$ cat src/design/spen_pkg.sv
// Shared types and constants for the sky polygon edge normals unit.
package spen_pkg;

    localparam int CORDIC_STEPS = 30;
    localparam logic signed [33:0] CORDIC_GAIN = 34'sd652032874;
    // ceil(2^28 / 45): exact quotient by 45 for dividends below 45 * 2^16
    localparam logic [22:0] DIV45_RECIP = 23'd5965233;
    // 92 * 45 * 2^32: keeps the phase dividend non-negative, no effect on the phase
    localparam logic [47:0] PHASE_BIAS = 48'd4140 << 32;

    typedef struct packed {
        logic [24:0]        ra;
        logic signed [23:0] dec;
        logic               last;
    } vtx_t;

    typedef enum logic [2:0] {
        BK_IDLE,
        BK_PHASE,
        BK_CORDIC,
        BK_VEC,
        BK_CROSS,
        BK_OUT
    } bk_state_t;

    function automatic logic signed [33:0] atan_phase(input logic [4:0] i);
        case (i)
            5'd0: atan_phase = 34'sd536870912;
            5'd1: atan_phase = 34'sd316933406;
            5'd2: atan_phase = 34'sd167458907;
            5'd3: atan_phase = 34'sd85004756;
            5'd4: atan_phase = 34'sd42667331;
            5'd5: atan_phase = 34'sd21354465;
            5'd6: atan_phase = 34'sd10679838;
            5'd7: atan_phase = 34'sd5340245;
            5'd8: atan_phase = 34'sd2670163;
            5'd9: atan_phase = 34'sd1335087;
            5'd10: atan_phase = 34'sd667544;
            5'd11: atan_phase = 34'sd333772;
            5'd12: atan_phase = 34'sd166886;
            5'd13: atan_phase = 34'sd83443;
            5'd14: atan_phase = 34'sd41722;
            5'd15: atan_phase = 34'sd20861;
            5'd16: atan_phase = 34'sd10430;
            5'd17: atan_phase = 34'sd5215;
            5'd18: atan_phase = 34'sd2608;
            5'd19: atan_phase = 34'sd1304;
            5'd20: atan_phase = 34'sd652;
            5'd21: atan_phase = 34'sd326;
            5'd22: atan_phase = 34'sd163;
            5'd23: atan_phase = 34'sd81;
            5'd24: atan_phase = 34'sd41;
            5'd25: atan_phase = 34'sd20;
            5'd26: atan_phase = 34'sd10;
            5'd27: atan_phase = 34'sd5;
            5'd28: atan_phase = 34'sd3;
            5'd29: atan_phase = 34'sd1;
            default: atan_phase = 34'sd0;
        endcase
    endfunction

endpackage

$ cat src/design/spen_if.sv
// Valid/ready channel interfaces for vertices and edge normals.
interface spen_vtx_if;
    logic               valid;
    logic               ready;
    logic [24:0]        ra_deg;
    logic signed [23:0] dec_deg;
    logic               last_vertex;
    modport source (output valid, ra_deg, dec_deg, last_vertex, input ready);
    modport sink (input valid, ra_deg, dec_deg, last_vertex, output ready);
endinterface


$ cat src/design/spen_front.sv
// Front end: accepts vertices into a two-entry queue.
module spen_front
    import spen_pkg::*;
(
    input  logic clk,
    input  logic rst_n,
    spen_vtx_if.sink vin,
    output logic  q_valid,
    output vtx_t  q_data,
    input  logic  q_pop
);
    vtx_t       mem_reg [2];
    logic       wp_reg, rp_reg;
    logic [1:0] cnt_reg;
    logic       push;

    assign vin.ready = (cnt_reg != 2'd2);
    assign push = vin.valid && vin.ready;
    assign q_valid = (cnt_reg != 2'd0);
    assign q_data = mem_reg[rp_reg];

    always_ff @(posedge clk)
    begin
        if (push)
        begin
            mem_reg[wp_reg] <= '{ra: vin.ra_deg, dec: vin.dec_deg, last: vin.last_vertex};
        end
    end

    always_ff @(posedge clk or negedge rst_n)
    begin
        if (!rst_n)
        begin
            wp_reg <= 1'b0;
            rp_reg <= 1'b0;
            cnt_reg <= 2'd0;
        end
        else
        begin
            if (push) wp_reg <= ~wp_reg;
            if (q_pop) rp_reg <= ~rp_reg;
            cnt_reg <= cnt_reg + {1'b0, push} - {1'b0, q_pop};
        end
    end

    a_no_over: assert property (@(posedge clk) disable iff (!rst_n)
        cnt_reg == 2'd2 |-> !push) else $error("queue overflow");
    a_no_under: assert property (@(posedge clk) disable iff (!rst_n)
        q_pop |-> cnt_reg != 2'd0) else $error("queue underflow");
    a_cnt: assert property (@(posedge clk) disable iff (!rst_n)
        cnt_reg != 2'd3) else $error("bad count");
endmodule

$ cat src/flat_wrapper.sv
// flat-port wrapper written by rule: the top's interface ports become plain ports
module spen_front_flat import spen_pkg::*;
  (clk, rst_n, q_valid, q_data, q_pop, vin_valid, vin_ra_deg, vin_dec_deg, vin_last_vertex, vin_ready);
  spen_vtx_if vin_i ();
  input  logic clk;
  input  logic rst_n;
  output logic q_valid;
  output vtx_t q_data;
  input  logic q_pop;
  input wire logic [$bits(vin_i.valid)-1:0] vin_valid;
  input wire logic [$bits(vin_i.ra_deg)-1:0] vin_ra_deg;
  input wire logic [$bits(vin_i.dec_deg)-1:0] vin_dec_deg;
  input wire logic [$bits(vin_i.last_vertex)-1:0] vin_last_vertex;
  output wire logic [$bits(vin_i.ready)-1:0] vin_ready;
  assign vin_i.valid = vin_valid;
  assign vin_i.ra_deg = vin_ra_deg;
  assign vin_i.dec_deg = vin_dec_deg;
  assign vin_i.last_vertex = vin_last_vertex;
  assign vin_ready = vin_i.ready;
  spen_front u_core (.clk(clk), .rst_n(rst_n), .vin(vin_i), .q_valid(q_valid), .q_data(q_data), .q_pop(q_pop));
endmodule
$ cat config.mk
export PLATFORM = sky130hd
export DESIGN_NAME = spen_front_flat
export DESIGN_NICKNAME = d
export VERILOG_FILES = /design/src/design/spen_pkg.sv /design/src/design/spen_if.sv /design/src/design/spen_front.sv /design/src/flat_wrapper.sv
export SDC_FILE = /design/constraint.sdc
export NUM_CORES = 1
export LEC_CHECK = 0
export BUFFER_PORTS_ARGS = -buffer_cell sky130_fd_sc_hd__buf_2
export CORE_ASPECT_RATIO = 1.25
export CORE_MARGIN = 10
export CORE_UTILIZATION = 54
export CTS_BUF_LIST = sky130_fd_sc_hd__clkbuf_8
export CTS_CLUSTER_DIAMETER = 80
export DETAILED_ROUTE_END_ITERATION = 7
export GPL_ROUTABILITY_DRIVEN = 0
export PLACE_DENSITY = 0.81
export SKIP_CTS_REPAIR_TIMING = 1
export SLEW_MARGIN = 20
export SYNTH_ARGS = -nofsm -noshare
export SYNTH_HDL_FRONTEND = slang
export SYNTH_SLANG_ARGS = --single-unit
$ cat constraint.sdc
create_clock -name clk -period 4.4 [get_ports clk]
set_input_delay 1.32 -clock clk [delete_from_list [all_inputs] [get_ports clk]]
set_output_delay 1.32 -clock clk [all_outputs]
set_load 0.01 [all_outputs]
=== Yosys cells after proc, flatten, opt, wreduce, memory -nomap -nowiden ===
Memories as Yosys holds them, arrays and structs flattened.
Cells that the tools add are included.

* RAM bits: 100
* Logic and storage cells: 13
* Output and inout port bits: 52
* Input bits: 54
* Memories: 1
* Bits in registers: 4

{| class="wikitable"
|+ Memory list
! name !! depth !! bits a word !! read ports !! clocked after memory_dff !! wr ports !! line !! RTL
|-
| u_core.mem_reg || 2 || 50 || 1 || 0 || 1 || spen_front.sv:12 || <nowiki>vtx_t mem_reg [2];</nowiki>
|}

* Mux-type cells: 2
* Add/subtract/negate cells: 2
* Bitwise operators: 2
* Reductions and logical operators: 2
* Equality and inequality tests: 1

{| class="wikitable"
|+ Operators with widths
! kind !! number
|-
| 2-bit by 1-bit adder with 2-bit output || 1
|-
| 1-bit 2-to-1 mux || 2
|-
| 2-bit inequality test, second input constant || 1
|-
| 1-bit inverter || 2
|-
| 2-bit nonzero test || 1
|-
| 2-bit by 1-bit subtractor with 2-bit output || 1
|-
| 1-bit logical AND || 1
|}

=== Depth between registers and ports, before layout ===
* Depth after elaboration: 4
* Mapped depth: 5
* Depth with buffers taken out: 5

=== Least setup slack after synthesis ===
Ideal clock, no wire load.

* Path kind: input to register
* Start: input vin_valid
* End: memory u_core.mem_reg[0][0] (netlist bit) (enable)
* Cell stages on the path: 2
* Buffers on the path: 0
* Setup slack: 419 ps
* Setup time: 458 ps
* Arrival: 3524 ps
* Cell sequence: nand2_1 -> nor2_1

* Cells in the longest elaborated chain, start to end: 3

{| class="wikitable"
|+ Ends and longest elaborated chain
! what !! line !! RTL
|-
| from (decl) || flat_wrapper.sv:10 || <nowiki>input wire logic [$bits(vin_i.valid)-1:0] vin_valid;</nowiki>
|-
| 1-bit logical AND || spen_front.sv:18 || <nowiki>assign push = vin.valid && vin.ready;</nowiki>
|-
| 1-bit 2-to-1 mux || spen_front.sv:24 || <nowiki>if (push)</nowiki>
|-
| 1-bit 2-to-1 mux (implied by the code) || spen_front.sv:26 || <nowiki>mem_reg[wp_reg] <= '{ra: vin.ra_deg, dec: vin.dec_deg, last: vin.last_vertex};</nowiki>
|-
| to (decl) || spen_front.sv:12 ||
|}

Every way passes these cells.

==> results.yml <==
status:
  status: "finished clean"
floorplan:
  die_y_um: 116.9
  rows: 35
  die-area_um2: 11410
  chipWidth_um: 97.55
  start_util_pct: 55.17
  num_io_pins: 106
  core_region_area_um2: 7357
synth:
  synth_simple_gate_area_share_pct: 0.8940
  synth_area_leader_cell: "edfxtp_1"
  synth_top_area_share_pct: 73.98
  ys_top_cells_by_area: "edfxtp_1 (74%), mux2_4 (18%), buf_12 (2.5%)"
  synth_xor_area_share_pct: 0.8631
  yosys_warnings: 0
  yosys_register_bits: 104
  yosys-mux-area-fraction_pct: 18.65
  synth_nets: 229
  syn-cell-area_um2: 4059
  ys_seq_area_share_pct: 76.45
  ys_types: 17
  netlist_instances: 174
  synth_area_per_cell_um2: 23.33
  synthAdderAreaFrac_pct: 0.3083
  synth_compound_area_share_pct: 0
  synth_top_family_by_area: "multiplexers"
place:
  portBuffers: 105
  preCtsSetupSlack_ns: 1.469
  dp_hpwl_mm: 5.064
grt:
  antenna_found_initial: 0
  grt_max_degree: 52
  grt_pass1_vias: 2113
  grt.overflow.total: 0
  track_usage_pct: 12.24
  grt_pass1_wl_mm: 10.83
setup_path:
  cp.arrival_ns: 1.96
  worstSetupEndpointType: "output pin"
  r2r_slack_ns: 2.57
  r2r_cells: 3
  crit_type: "reg2out"
  crit_path_top_delay_cell: "dfrtp_4"
  critPathMaxStageDelay_ns: 1.06
  path_max_fanout: 51
  startpoint_type: "flip-flop"
  crit_required_ns: 3.08
  cp_cell_sequence: "mux2_2, buf_2"
clock_network:
  h-tree-depth: 3
  clk_pin_slew_worst_paths_ns: 0.08
  cts-root-buf: "clkbuf_8"
  clock_sinks: 104
  cts_made_buffers: 9
  clk_latency_ns: 0.35
  cts_max_path_buffers: 2
  cts_tree: "built"
timing:
  hold_viol: 0
  finalSetupTns_ns: 0
  fmax_ghz: 0.3046
  post-route-min-period_ns: 3.283
  worstMarginPinSlew_ns: 0.9384
  slew_viol_final: 0
  setup_viol: 0
  period_share_pct: 74.61
  finalClockSkew_ns: 0.006435
  timing.final.ws_setup_ns: 1.117
  slew_headroom_pct: 37.44
  rsz0062_at_grt: "no"
layout:
  largest_reg_flops: 100
  area_growth_pct: 19.14
  layout.nets: 342
  drive_gt1_share_pct: 60.27
  fill_cells: 535
  postLayoutCoreUtil_pct: 65.73
power_and_ir_drop:
  p_seq_share_pct: 49.5
  swShare_pct: 28.70
  pwr-share-comb_pct: 31.0
  irDropWorstVdd_v: 0.0009646
  pwr-share-clk_pct: 19.4
  powerDensity_nw_per_um2: 644.5
  p_int_mw: 2.222
  leakagePower_nw: 1.964
  p_switching_uw: 894.4
routing:
  viasPerCell: 5.018
  drcViolationCount: 0
  antenna_left: 0
  firstDrtPassIters: 4
  vias: 1932
  avgRoutedWirePerCell_um: 18.36
  first_iter_violations: 74
  drt-total-wl_mm: 7.067
min_path:
  worstHoldPathCells: 1
  min_path_type: "reg2reg"
flow_run:
  cap_violations: 0
[cell usage in the layout, fill, tap and decap left out]
cell       count
and3_2         1
buf_2        105
buf_4          3
bufinv_16      2
clkbuf_8       9
clkinv_1       2
clkinv_2       2
clkinv_4       1
dfrtp_1        3
dfrtp_4        1
diode_2        1
edfxtp_1     100
ha_1           1
inv_1          1
mux2_2         1
mux2_4        49
mux2i_1        1
nand2_1        2
nand2b_1       1
nor2_4         1
nor2b_1        1
or2_2          1
xnor2_1        2
xor2_1         2
[power groups by stage]
stage               Clock (mW)  Combinational [mW]  Sequential (mW)
floorplan                    0               0.853             1.43
global placement             0               0.978             1.55
detailed placement           0               0.991             1.57
CTS                      0.628               0.993             1.55
global route             0.669                1.04             1.57
finish                   0.606               0.967             1.54
[area by class of cell]
cell class              instances  area, um2  share of cell area, %
repair buffers                108      548.0                  11.33
diodes                          1      2.502                0.05175
clock buffers                   9      123.9                  2.561
inverters                       1      3.754                0.07762
clock inverters                 7      86.33                  1.785
flip-flops and latches        104       3107                  64.24
well taps                      92      115.1                  2.380
multi-input cells              63      849.6                  17.57
[worst paths after layout]
kind	start	end
max in group asynchronous	rst_n	u_core.rp_reg$_DFFE_PN0P_
min in group asynchronous	rst_n	u_core.cnt_reg[0]$_DFF_PN0_
min	u_core.wp_reg$_DFFE_PN0P_	u_core.wp_reg$_DFFE_PN0P_
max	u_core.rp_reg$_DFFE_PN0P_	q_data[49]
min reg2reg	u_core.wp_reg$_DFFE_PN0P_	u_core.wp_reg$_DFFE_PN0P_
max reg2reg	u_core.cnt_reg[1]$_DFF_PN0_	u_core.mem_reg[1][31]$_DFFE_PP_
[cell usage after synthesis]
master	n
nor2_1	1
xnor2_1	2
buf_6	1
or2_2	1
edfxtp_1	100
nand2_1	2
mux2_4	49
and3_1	1
nor2b_1	1
dfrtp_1	4
nand2b_1	1
inv_1	1
mux2i_1	1
xor2_1	2
ha_1	1
buf_12	5
mux2_2	1
[through the flow]
| stage | instances | power (mW) | hold WS [ns] | instance area (um2) |
|---|---|---|---|---|
| finish | 385 | 3.117 | 0.5804 | 4836 |
| global route | 384 | 3.284 | 0.6047 | 4833 |
| detailed placement | 368 | 2.564 | 0.5680 | 4623 |
| global placement | 368 | 2.533 | 0.5300 | 4623 |
| CTS | 384 | 3.171 | 0.5798 | 4833 |
| floorplan | 174 | 2.285 | 0.4604 | 4059 |
[logic make-up after synthesis]
group                    after synthesis
adder cells (fa/ha/maj)                1
XOR/XNOR                               4
multiplexers                          51
flip-flops                           104
AND/OR/NAND/NOR                        7
buffers and inverters                  7
[routing by layer]
layer  vias up  routed length, um  track usage (%)
met1       962               2484            11.82
li1        902                  -                -
met5         -                  0                0
met2        61               4000            22.44
met3         7                466            4.463
met4         0                115            6.505
[critical path: cells and delay by family (launching register included)]
| kind | cells | cell delay, ns |
|---|---|---|
| buffers and inverters | 1 | 0.14 |
| DFF | 1 | 1.06 |
| muxes | 1 | 0.41 |
No activity file was read; power rests on OpenSTA's default activity.
